<file path="config.mk">
export PLATFORM = sky130hd
export DESIGN_NAME = joint_encoder_word_decoder_unit
export DESIGN_NICKNAME = d
export VERILOG_FILES = /design/src/rtl/jewd_pkg.sv /design/src/rtl/jewd_decode.sv /design/src/rtl/jewd_rescale.sv /design/src/rtl/jewd_err_cnt.sv /design/src/rtl/joint_encoder_word_decoder_unit.sv
export SDC_FILE = /design/constraint.sdc
export NUM_CORES = 1
export LEC_CHECK = 0
export ABC_AREA = 0
export BUFFER_PORTS_ARGS = -buffer_cell sky130_fd_sc_hd__buf_2
export CAP_MARGIN = 25
export CORE_UTILIZATION = 48
export CTS_CLUSTER_DIAMETER = 80
export DETAILED_ROUTE_END_ITERATION = 7
export GPL_TIMING_DRIVEN = 0
export PLACE_DENSITY = 0.76
export SYNTH_ARGS = -nofsm -noshare
export SYNTH_HDL_FRONTEND = slang
export SYNTH_HIERARCHICAL = 1
export SYNTH_SLANG_ARGS = --single-unit
</file>
<file path="constraint.sdc">
create_clock -name clk -period 19.15 [get_ports clk]
set_input_delay 1.915 -clock clk [delete_from_list [all_inputs] [get_ports clk]]
set_output_delay 1.915 -clock clk [all_outputs]
set_load 0.01 [all_outputs]
</file>
<file path="src/rtl/jewd_pkg.sv">
`timescale 1ns / 1ps
`default_nettype none

package jewd_pkg;

    // Block sizing
    localparam int NUM_JOINTS    = 6;
    localparam int MAP_SLOTS     = 12;
    localparam int MAP_W         = 2 * MAP_SLOTS;
    localparam int ERR_KINDS     = 3;
    localparam int NUM_CNT       = NUM_JOINTS * ERR_KINDS;
    localparam int CNT_IDX_W     = $clog2(NUM_CNT);
    localparam int CNT_W         = 16;
    localparam int TICKS_PER_REV = 65536;

    // Field widths
    localparam int JOINT_W  = 3;
    localparam int RAW_W    = 20;
    localparam int VAL_W    = 16;
    localparam int POS_W    = 18;
    localparam int STATUS_W = 3;

    // Status codes
    localparam logic [STATUS_W-1:0] ST_OK      = 3'd0;
    localparam logic [STATUS_W-1:0] ST_READ    = 3'd1;
    localparam logic [STATUS_W-1:0] ST_PARITY  = 3'd2;
    localparam logic [STATUS_W-1:0] ST_INVALID = 3'd3;
    localparam logic [STATUS_W-1:0] ST_NOCONN  = 3'd4;

    // Encoder type codes
    localparam logic [1:0] ENC_NONE  = 2'd0;
    localparam logic [1:0] ENC_ABS   = 2'd1;
    localparam logic [1:0] ENC_MULTI = 2'd2;
    localparam logic [1:0] ENC_INC   = 2'd3;

    // Full-scale values per encoder type
    localparam longint unsigned FS_ABS   = 65520;
    localparam longint unsigned FS_MULTI = 65535;
    localparam longint unsigned FS_INC   = 28671;

    // Reciprocal multipliers: pos = (value * MAG) >> MAG_SHIFT is exact for
    // 16-bit values since value * (MAG * fs - TICKS * 2^MAG_SHIFT) < 2^MAG_SHIFT.
    localparam int MAG_SHIFT = 32;
    localparam int MAG_W     = 34;
    localparam int PROD_W    = VAL_W + MAG_W;
    localparam logic [MAG_W-1:0] MAG_ABS = MAG_W'(
        ((64'(TICKS_PER_REV) << MAG_SHIFT) + FS_ABS - 64'd1) / FS_ABS);
    localparam logic [MAG_W-1:0] MAG_MULTI = MAG_W'(
        ((64'(TICKS_PER_REV) << MAG_SHIFT) + FS_MULTI - 64'd1) / FS_MULTI);
    localparam logic [MAG_W-1:0] MAG_INC = MAG_W'(
        ((64'(TICKS_PER_REV) << MAG_SHIFT) + FS_INC - 64'd1) / FS_INC);

    typedef struct packed {
        logic [JOINT_W-1:0] joint;
        logic               is_extra;
        logic [RAW_W-1:0]   raw_word;
        logic               read_ok;
    } reading_t;

    typedef struct packed {
        logic [POS_W-1:0]    position;
        logic [STATUS_W-1:0] status;
        logic                word_fault;
        logic [CNT_W-1:0]    error_count;
    } result_t;

    typedef struct packed {
        logic [STATUS_W-1:0] status;
        logic [VAL_W-1:0]    value;
        logic [1:0]          enc;
        logic                bump;
    } dec_t;

    typedef struct packed {
        logic                bump;
        logic [JOINT_W-1:0]  joint;
        logic [STATUS_W-1:0] status;
    } cnt_req_t;

endpackage

`default_nettype wire

</file>
<file path="src/rtl/jewd_decode.sv">
`timescale 1ns / 1ps
`default_nettype none

module jewd_decode (
    input  wire jewd_pkg::reading_t        item,
    input  wire logic [jewd_pkg::MAP_W-1:0] type_map,
    output jewd_pkg::dec_t                 dec
);

    logic [jewd_pkg::JOINT_W:0] slot;
    logic                       connected;
    logic [1:0]                 enc;
    logic                       parity;

    always_comb
    begin
        slot      = {item.joint, item.is_extra};
        connected = (int'(item.joint) < jewd_pkg::NUM_JOINTS) &&
                    (int'(slot) < jewd_pkg::MAP_SLOTS);
        enc       = connected ? 2'(type_map >> {slot, 1'b0}) : jewd_pkg::ENC_NONE;
        parity    = ^item.raw_word[17:0];

        dec.status = jewd_pkg::ST_OK;
        dec.value  = '0;
        dec.enc    = enc;

        case (enc)
            jewd_pkg::ENC_NONE:
            begin
                dec.status = jewd_pkg::ST_NOCONN;
            end
            jewd_pkg::ENC_INC:
            begin
                // counter is always readable: ignore the link flag
                dec.value = item.raw_word[15:0];
            end
            jewd_pkg::ENC_ABS:
            begin
                if (!item.read_ok)
                    dec.status = jewd_pkg::ST_READ;
                else if (parity)
                    dec.status = jewd_pkg::ST_PARITY;
                else if (item.raw_word[5:3] != 3'b100)
                    dec.status = jewd_pkg::ST_INVALID;
                else
                    dec.value = {item.raw_word[17:6], 4'b0000};
            end
            default:
            begin
                if (!item.read_ok)
                    dec.status = jewd_pkg::ST_READ;
                else
                    dec.value = item.raw_word[19:4];
            end
        endcase

        dec.bump = (dec.status == jewd_pkg::ST_READ) ||
                   (dec.status == jewd_pkg::ST_PARITY) ||
                   (dec.status == jewd_pkg::ST_INVALID);
    end

endmodule

`default_nettype wire

</file>
<file path="src/rtl/jewd_rescale.sv">
`timescale 1ns / 1ps
`default_nettype none

module jewd_rescale (
    input  wire logic [jewd_pkg::VAL_W-1:0] value,
    input  wire logic [1:0]                 enc,
    output logic [jewd_pkg::POS_W-1:0]      position
);

    logic [jewd_pkg::MAG_W-1:0]  mag;
    logic [jewd_pkg::PROD_W-1:0] prod;

    always_comb
    begin
        case (enc)
            jewd_pkg::ENC_ABS:   mag = jewd_pkg::MAG_ABS;
            jewd_pkg::ENC_MULTI: mag = jewd_pkg::MAG_MULTI;
            jewd_pkg::ENC_INC:   mag = jewd_pkg::MAG_INC;
            default:             mag = '0;
        endcase
        prod     = jewd_pkg::PROD_W'(value) * jewd_pkg::PROD_W'(mag);
        position = prod[jewd_pkg::MAG_SHIFT +: jewd_pkg::POS_W];
    end

endmodule

`default_nettype wire

</file>
<file path="src/rtl/jewd_err_cnt.sv">
`timescale 1ns / 1ps
`default_nettype none

module jewd_err_cnt (
    input  wire logic                       clk,
    input  wire logic                       rst_n,
    input  wire jewd_pkg::cnt_req_t         req,
    output logic [jewd_pkg::CNT_W-1:0]      count
);

    localparam int IDX_WW = jewd_pkg::CNT_IDX_W + 1;

    logic [jewd_pkg::CNT_W-1:0]     cnt_reg [jewd_pkg::NUM_CNT];
    logic [IDX_WW-1:0]              idx_wide;
    logic [jewd_pkg::CNT_IDX_W-1:0] idx;
    logic                           hit;
    logic [jewd_pkg::CNT_W-1:0]     cur;
    logic [jewd_pkg::CNT_W-1:0]     cnt_next;

    always_comb
    begin
        idx_wide = IDX_WW'(req.joint) * IDX_WW'(jewd_pkg::ERR_KINDS) +
                   IDX_WW'(req.status) - IDX_WW'(1);
        idx      = idx_wide[jewd_pkg::CNT_IDX_W-1:0];
        hit      = ((req.status == jewd_pkg::ST_READ) ||
                    (req.status == jewd_pkg::ST_PARITY) ||
                    (req.status == jewd_pkg::ST_INVALID)) &&
                   (idx_wide < IDX_WW'(jewd_pkg::NUM_CNT));
        cur      = hit ? cnt_reg[idx] : '0;
        // saturate at full scale
        cnt_next = (&cur) ? cur : cur + jewd_pkg::CNT_W'(1);
        count    = hit ? cnt_next : '0;
    end

    always_ff @(posedge clk or negedge rst_n)
    begin
        if (!rst_n)
        begin
            for (int i = 0; i < jewd_pkg::NUM_CNT; i++)
                cnt_reg[i] <= '0;
        end
        else if (req.bump && hit)
        begin
            cnt_reg[idx] <= cnt_next;
        end
    end

endmodule

`default_nettype wire

</file>
<file path="src/rtl/joint_encoder_word_decoder_unit.sv">
// Pipeline: an accepted request is loaded into the input register, then moves into the
// result register once that register is free, so it can wait in the input register.
// Throughput: one request per cycle; the result register frees the input side
// as soon as the downstream takes the pending result.
// Reset (rst_n, async, active low): pipeline empty, type map zero (all slots
// unconnected), all per-joint error counters zero.
`timescale 1ns / 1ps
`default_nettype none

module joint_encoder_word_decoder_unit (
    input  wire logic                       clk,
    input  wire logic                       rst_n,
    // encoder readings
    input  wire logic                       reading_valid,
    output logic                            reading_ready,
    input  wire jewd_pkg::reading_t         reading,
    // decoded results
    output logic                            result_valid,
    input  wire logic                       result_ready,
    output jewd_pkg::result_t               result,
    // encoder type map write
    input  wire logic                       cfg_valid,
    output logic                            cfg_ready,
    input  wire logic [jewd_pkg::MAP_W-1:0] cfg_data
);

    // Configuration register: always writable
    logic [jewd_pkg::MAP_W-1:0] type_map_reg;

    // Input stage
    logic               s1_valid_reg;
    logic               s1_valid_next;
    jewd_pkg::reading_t s1_item_reg;

    // Result stage
    logic               out_valid_reg;
    logic               out_valid_next;
    jewd_pkg::result_t  out_data_reg;
    jewd_pkg::result_t  out_data_next;

    logic               out_free;
    logic               advance;
    logic               take_in;

    jewd_pkg::dec_t             dec;
    jewd_pkg::cnt_req_t         cnt_req;
    logic [jewd_pkg::CNT_W-1:0] cnt_value;
    logic [jewd_pkg::POS_W-1:0] scaled_pos;

    assign cfg_ready = 1'b1;

    // The result register is free when empty or being drained this cycle.
    assign out_free      = !out_valid_reg || result_ready;
    assign advance       = s1_valid_reg && out_free;
    assign reading_ready = !s1_valid_reg || out_free;
    assign take_in       = reading_valid && reading_ready;

    // Decode the held request against the current type map.
    jewd_decode u_decode (
        .item     (s1_item_reg),
        .type_map (type_map_reg),
        .dec      (dec)
    );

    // Rescale to ticks per revolution with a single reciprocal multiply.
    jewd_rescale u_rescale (
        .value    (dec.value),
        .enc      (dec.enc),
        .position (scaled_pos)
    );

    // Bump the error counter only when the request moves into the result
    // register, so a stalled request is counted exactly once.
    always_comb
    begin
        cnt_req.bump   = advance && dec.bump;
        cnt_req.joint  = s1_item_reg.joint;
        cnt_req.status = dec.status;
    end

    jewd_err_cnt u_err_cnt (
        .clk   (clk),
        .rst_n (rst_n),
        .req   (cnt_req),
        .count (cnt_value)
    );

    always_comb
    begin
        out_data_next.position    = (dec.status == jewd_pkg::ST_OK) ? scaled_pos : '0;
        out_data_next.status      = dec.status;
        out_data_next.word_fault  = (dec.status == jewd_pkg::ST_PARITY) ||
                                    (dec.status == jewd_pkg::ST_INVALID);
        out_data_next.error_count = cnt_value;
    end

    // Hold the input stage until the result register can take it.
    always_comb
    begin
        if (take_in)
            s1_valid_next = 1'b1;
        else if (advance)
            s1_valid_next = 1'b0;
        else
            s1_valid_next = s1_valid_reg;

        if (advance)
            out_valid_next = 1'b1;
        else if (result_ready)
            out_valid_next = 1'b0;
        else
            out_valid_next = out_valid_reg;
    end

    always_ff @(posedge clk or negedge rst_n)
    begin
        if (!rst_n)
        begin
            type_map_reg  <= '0;
            s1_valid_reg  <= 1'b0;
            out_valid_reg <= 1'b0;
        end
        else
        begin
            if (cfg_valid)
                type_map_reg <= cfg_data;
            s1_valid_reg  <= s1_valid_next;
            out_valid_reg <= out_valid_next;
        end
    end

    // Payload registers: load only, no reset needed.
    always_ff @(posedge clk)
    begin
        if (take_in)
            s1_item_reg <= reading;
        if (advance)
            out_data_reg <= out_data_next;
    end

    assign result_valid = out_valid_reg;
    assign result       = out_data_reg;

`ifndef SYNTH
    // A failed decode never carries a position.
    a_pos_zero_on_err: assert property (@(posedge clk) disable iff (!rst_n)
        result_valid && (result.status != jewd_pkg::ST_OK) |-> result.position == '0)
        else $error("position nonzero with error status");

    // The word fault flag marks exactly the validation failures.
    a_word_fault: assert property (@(posedge clk) disable iff (!rst_n)
        result_valid |-> result.word_fault ==
            ((result.status == jewd_pkg::ST_PARITY) ||
             (result.status == jewd_pkg::ST_INVALID)))
        else $error("word_fault inconsistent with status");

    // No counter value is reported for success or an unconnected slot.
    a_count_zero: assert property (@(posedge clk) disable iff (!rst_n)
        result_valid && ((result.status == jewd_pkg::ST_OK) ||
                         (result.status == jewd_pkg::ST_NOCONN))
        |-> result.error_count == '0)
        else $error("error_count reported without counted error");

    // An advancing request always lands in the result register.
    a_advance_lands: assert property (@(posedge clk) disable iff (!rst_n)
        advance |=> out_valid_reg)
        else $error("advanced request lost");

    // Backpressure only comes from a held request with a blocked result.
    a_ready_cause: assert property (@(posedge clk) disable iff (!rst_n)
        !reading_ready |-> s1_valid_reg && out_valid_reg && !result_ready)
        else $error("input stalled without cause");
`endif

endmodule

`default_nettype wire

</file>
==> After elaboration in Yosys (flattened, before gate mapping) <==
Index checks and enable logic that the tools add are counted.
{ "word_totals": {"rom_bits": 0, "mem_count": 0, "out_inout_bits": 41, "ram_bits": 0, "wordCells": 92, "latch_bits": 0, "ff_bits": 377} }
{ "op_classes": {"shift": 1, "n_eq_ne": 7, "n_mul": 2, "n_mux": 24, "bitwise_logic": 1, "magnitude_cmp": 5, "n_reduce_logical": 20, "div_mod_pow": 0, "add_sub_neg": 3} }
{ "op_table": {"columns": ["op", "n"], "rows": [
  ["bitwise mux 288 bit", 1],
  ["2-to-1 mux 16 bit", 9],
  ["case mux 34 bit (3 select lines)", 1],
  ["binary-select mux 16 bit (select 5 bit)", 1],
  ["demux 16 bit (select 5 bit)", 1],
  ["multiplier 16 x 34 -> 50 bit", 1],
  ["case mux 16 bit (3 select lines)", 1],
  [">> shifter 24 x 5 -> 2 bit", 1],
  ["XOR reduction 18 bit", 1],
  ["adder 16 x 1 -> 16 bit, second input constant", 1],
  ["AND reduction 16 bit", 1],
  ["case mux 3 bit (3 select lines)", 1],
  ["logical AND 1 bit", 7],
  ["adder 5 x 3 -> 6 bit", 1],
  ["== test 3 x 2 -> 1 bit, second input constant", 2],
  [">= comparator 6 bit, second input constant", 1],
  ["less-than comparator 6 x 1 -> 1 bit, second input constant", 1],
  ["less-than comparator 6 x 5 -> 1 bit, second input constant", 1],
  ["2-to-1 mux 3 bit", 2],
  ["inverter 5 -> 6 bit", 1],
  ["subtractor 6 x 1 -> 6 bit, second input constant", 1],
  ["logical OR 1 bit", 5],
  ["multiplier 3 x 2 -> 5 bit, second input constant", 1],
  ["2-to-1 mux 1 bit", 5],
  ["11 further kinds", 15]
]} }

==> Depth between registers and ports, before layout <==
{ "depth": {"ltp_word": 15, "ltp_mapped": 33, "ltp_nobuf": 30} }

==> By module <==
The synthesis kept the hierarchy.
{ "by_module_without_submodules": {"columns": ["mod", "cells_each", "area_each_um2", "n_inst"], "rows": [
  ["jewd_err_cnt", 1314, 14157.3, 1],
  ["jewd_rescale", 1195, 10959.3, 1],
  ["joint_encoder_word_decoder_unit", 146, 3052.9, 1],
  ["jewd_decode", 90, 804.5, 1]
]} }

==> Worst setup path after synthesis <==
No wires, ideal clock.
{ "synth_timing": {"path_type": "register -> register", "start": "register s1_item_reg[21] (netlist bit)", "end": "register out_data_reg (netlist bit result[32]) (data pin)", "slack_ns": 11.289, "setup_ns": 0.255, "n_path_buf": 4, "arrival_ns": 7.606, "required_time_ns": 18.895, "path_stages_with_launch": 32, "cell_sequence": "edfxtp_1 -> buf_6 -> mux4_2 -> nand2b_1 -> a22o_1 -> buf_6 -> clkbuf_1 -> inv_1 -> ha_1 -> nor2_1 -> nor2_1 -> clkbuf_1 -> nand2_1 -> fa_1 -> fa_1 -> inv_1 -> fa_1 -> fa_1 -> fa_1 -> inv_1 -> fa_1 -> inv_1 -> ha_1 -> a21oi_1 -> o21ai_1 -> a311oi_2 -> o211ai_2 -> nor4b_4 -> nor3_4 -> or4b_1 -> o311a_1 -> and2_1"} }
{ "synth_rtl": {"columns": ["element", "line_no", "text"], "rows": [
  ["start, declared", "joint_encoder_word_decoder_unit.sv:33", "jewd_pkg::reading_t s1_item_reg;"],
  ["start signal, assigned", "joint_encoder_word_decoder_unit.sv:136", "s1_item_reg <= reading;"],
  ["end signal, assigned", "joint_encoder_word_decoder_unit.sv:138", "out_data_reg <= out_data_next;"],
  ["end, declared", "joint_encoder_word_decoder_unit.sv:38", "jewd_pkg::result_t out_data_reg;"]
]} }

==> key figures <==
Routing
  – DRC viols: 10
  – Initial DRC Count: 1825
  – Drt pass-1 iters: 8
  – Final ANT Viol Nets: 0
  – Routed length per instance: 21.9 um
  – Via density: 5.81
  – Vias: 21400
  – DRT Wirelength: 80900 um

Timing
  – Fmax: 104 MHz
  – Worst Slack Setup Final: 9560 ps
  – Slew HR: approximately a quarter
  – Fin. max-slew vios: 0
  – Final Critical Period: 9590 ps
  – Final setup vio count: 0
  – Clock skew: 39.2 ps
  – Final worst hold slack: 475 ps
  – TNS Setup: 0 ps
  – RSZ-0062 raised after global routing: no
  – Final period utilization: 50.1%
  – Worst-margin pin slew: 1120 ps
  – Final hold violation count: 0

Hold path
  – Hold Path Sink: u_err_cnt/cnt_reg[233]
  – WHS Path Cells: 2
  – HP Class: register to register
  – Worst Hold Launch: u_err_cnt/cnt_reg[233]

Setup path
  – Crit path from: cnt_req[5]
  – Critical path's slowest cell: edfxtp_1
  – Critical path's largest stage delay: around 570 ps
  – Setup CP Type: register to register
  – R2R Setup Slk: 9560 ps
  – Required time of the critical path: approximately 19000 ps
  – R2r startpoint: cnt_req[5]
  – R2r endpoint: result[32]
  – Most used cell, CP: fa_1
  – Crit path DAT: between 9000 and 10000 ps
  – Crit path max fanout: 12
  – Worst setup EP type: register
  – R2R cell count: 27
  – Worst setup SP type: register

Die
  – Width of the die: ~250 um
  – Die Area: a little over 0.06 mm^2
  – Starting Density: approximately 49%
  – Core area: 0.0594 mm^2
  – Row count: approximately 90
  – Ports: 95
  – Die height: 248 um

Placement
  – Placed cell count: 3615
  – Pre-CTS setup slack: 9700 ps
  – Routability congestion estimate: 1.01
  – Dpl hpwl: 62800 um
  – Placed inst area: 0.0305 mm^2
  – Port bufs: 92

Clock tree
  – Clk buf depth: 3
  – Clock transition at path regs: roughly 60 ps
  – Hold_buf cts: 0
  – H-tree Lvls: 2
  – CTS resizes: 0
  – Setup repair bufs after CTS: 0
  – Clk Latency, worst-skew pair: 600 ps
  – Num CTS Buffers: 42
  – CTS root buf: clkbuf_16
  – Sink Count: 377
  – CTS tree: done

Pwr
  – Internal: 1.63 mW
  – Sw frac: a little over a third
  – Net Switching: ~940 uW
  – Power density over the cells: 80.2 mW/mm^2
  – Clock share of power: 31.8%
  – Maximum vdd drop: 95.1 uV
  – Power share of the combinational group: 34.6%
  – Share of power burned in registers: between 30 and 40%
  – Total power: 2.56 mW
  – Leakage power: approximately 16 nW

Cells and area
  – Leading cell types in the layout, fill and taps excluded: inv_1 (393), nand2_1 (366), dfrtp_1 (314)
  – Area growth, synth to finish: 10.2%
  – Fill cells: 5147
  – Number of flip-flops in the largest register: 288
  – Fin util: 53.8%
  – Final #Nets: 3417
  – Commonest non-fill, non-tap cell in the layout: inv_1
  – Design area: 0.0319 mm^2
  – Fin cells: ~3700
  – Share of cells above drive strength 1: around an eighth

Logic synthesis
  – Yosys reg bits: around 380
  – Mapped Avg Cell Area: ~11 um^2
  – Netlist cell types: 115
  – Mapped Cells: between 2000 and 3000
  – Post-synth ARST share: 83.3%
  – Syn Nets: 3274
  – Part of the Yosys area used for sequential elements: 33.6%
  – Post-synth EDFFs: 63
  – Mapped Area: about 0.029 mm^2
  – Commonest register cell after synthesis: dfrtp_1
  – Yosys warning count: 6

Global routing
  – GRT Residual Overflow: 0
  – Initial antenna violation count: 2
  – Global-route wire length before repair: 125000 um
  – Largest net degree at the start of global routing: 125
  – Total track usage: 26.9%
  – Vias in the first global route: 21700

Run status
  – Status: finished, violations left
  – Failing checks: DRC

Flow run
  – Max-cap violations: 0
[cell families (layout without fill, tap and decap cells)]
| logic type | Yosys count | after routing | share of synthesized area, % |
|---|---|---|---|
| xor+xnor | 41 | 41 | 1.41 |
| simple gates | 645 | 645 | 10.8 |
| fa+ha+maj | 475 | 475 | 26.2 |
| mux | 173 | 173 | 9.03 |
| buf+inv | 525 | 699 | 7.96 |
| other cells | 1 | 2 | 0.0129 |
| flops | 377 | 377 | 33.6 |
| compound gates | 508 | 508 | 10.9 |
[synth_stat cells (all sizes together) (11+ instances only)]
cell | n | area, um^2
nor2b | 27 | 171
a22oi | 11 | 96.3
and2 | 76 | 475
nand2 | 366 | 1370
and3 | 11 | 75.1
a21o | 22 | 166
a22o | 13 | 121
nor2 | 46 | 194
dfrtp | 314 | 7860
nand2b | 13 | 88.8
nand4 | 15 | 100
ha | 257 | 3220
inv | 393 | 1480
xor2 | 11 | 104
clkbuf | 67 | 259
a221oi | 19 | 166
a21oi | 61 | 309
xnor2 | 28 | 260
mux2i | 39 | 398
o21ai | 285 | 1430
mux4 | 54 | 1310
mux2 | 80 | 908
buf | 51 | 449
a211oi | 16 | 145
fa | 218 | 4360
nor3 | 23 | 154
nand3 | 22 | 125
edfxtp | 63 | 1890
[layout make-up]
class / count / area (um^2) / area share, %
multi-input combinational: 1843 / 16900 / 53.0
sequential: 377 / 9750 / 30.5
inverter: 394 / 1480 / 4.63
clock buffer: 52 / 1130 / 3.54
tap: 773 / 967 / 3.03
buffer: 131 / 828 / 2.59
timing repair buffer: 99 / 597 / 1.87
clock inverter: 23 / 272 / 0.850
antenna: 1 / 2.50 / 0.00783
[layer usage]
layer  global-route usage, %  routed length [um]  up-vias
met5                       0                  10        -
met4                    12.0                3830        2
met3                    5.72                6380      244
met2                    42.4               37000      926
met1                    35.9               33600    10700
li1                        -                   -     9580
[critical path: cells and delay by family, from the launching register on]
kind,cells,cell delay (ps)
buffers and inverters,6,1790
and+or+nand+nor,6,1750
adders and majority gates,8,3560
AOI/OAI and AO/OA,7,1600
DFF,1,570
[power by group through the flow]
stage	clock, mW	combinational [mW]	sequential [mW]
after CTS	0.826	0.869	0.860
after global routing	0.859	0.954	0.863
after floorplan	0	0.574	0.874
after global placement	0	0.847	0.875
final	0.816	0.886	0.860
after detailed placement	0	0.866	0.875
[worst max-delay path by stage]
| stage | slack [ps] | end | cells after the start |
|---|---|---|---|
| floorplan | 11290 | result[32] | 31 |
| global placement | 9800 | result[32] | 27 |
| detailed placement | 9700 | result[32] | 27 |
| CTS | 9640 | result[32] | 27 |
| global route | 9200 | result[32] | 27 |
| finish | 9560 | result[32] | 27 |
Note: power is estimated with default switching activity, not from simulation.
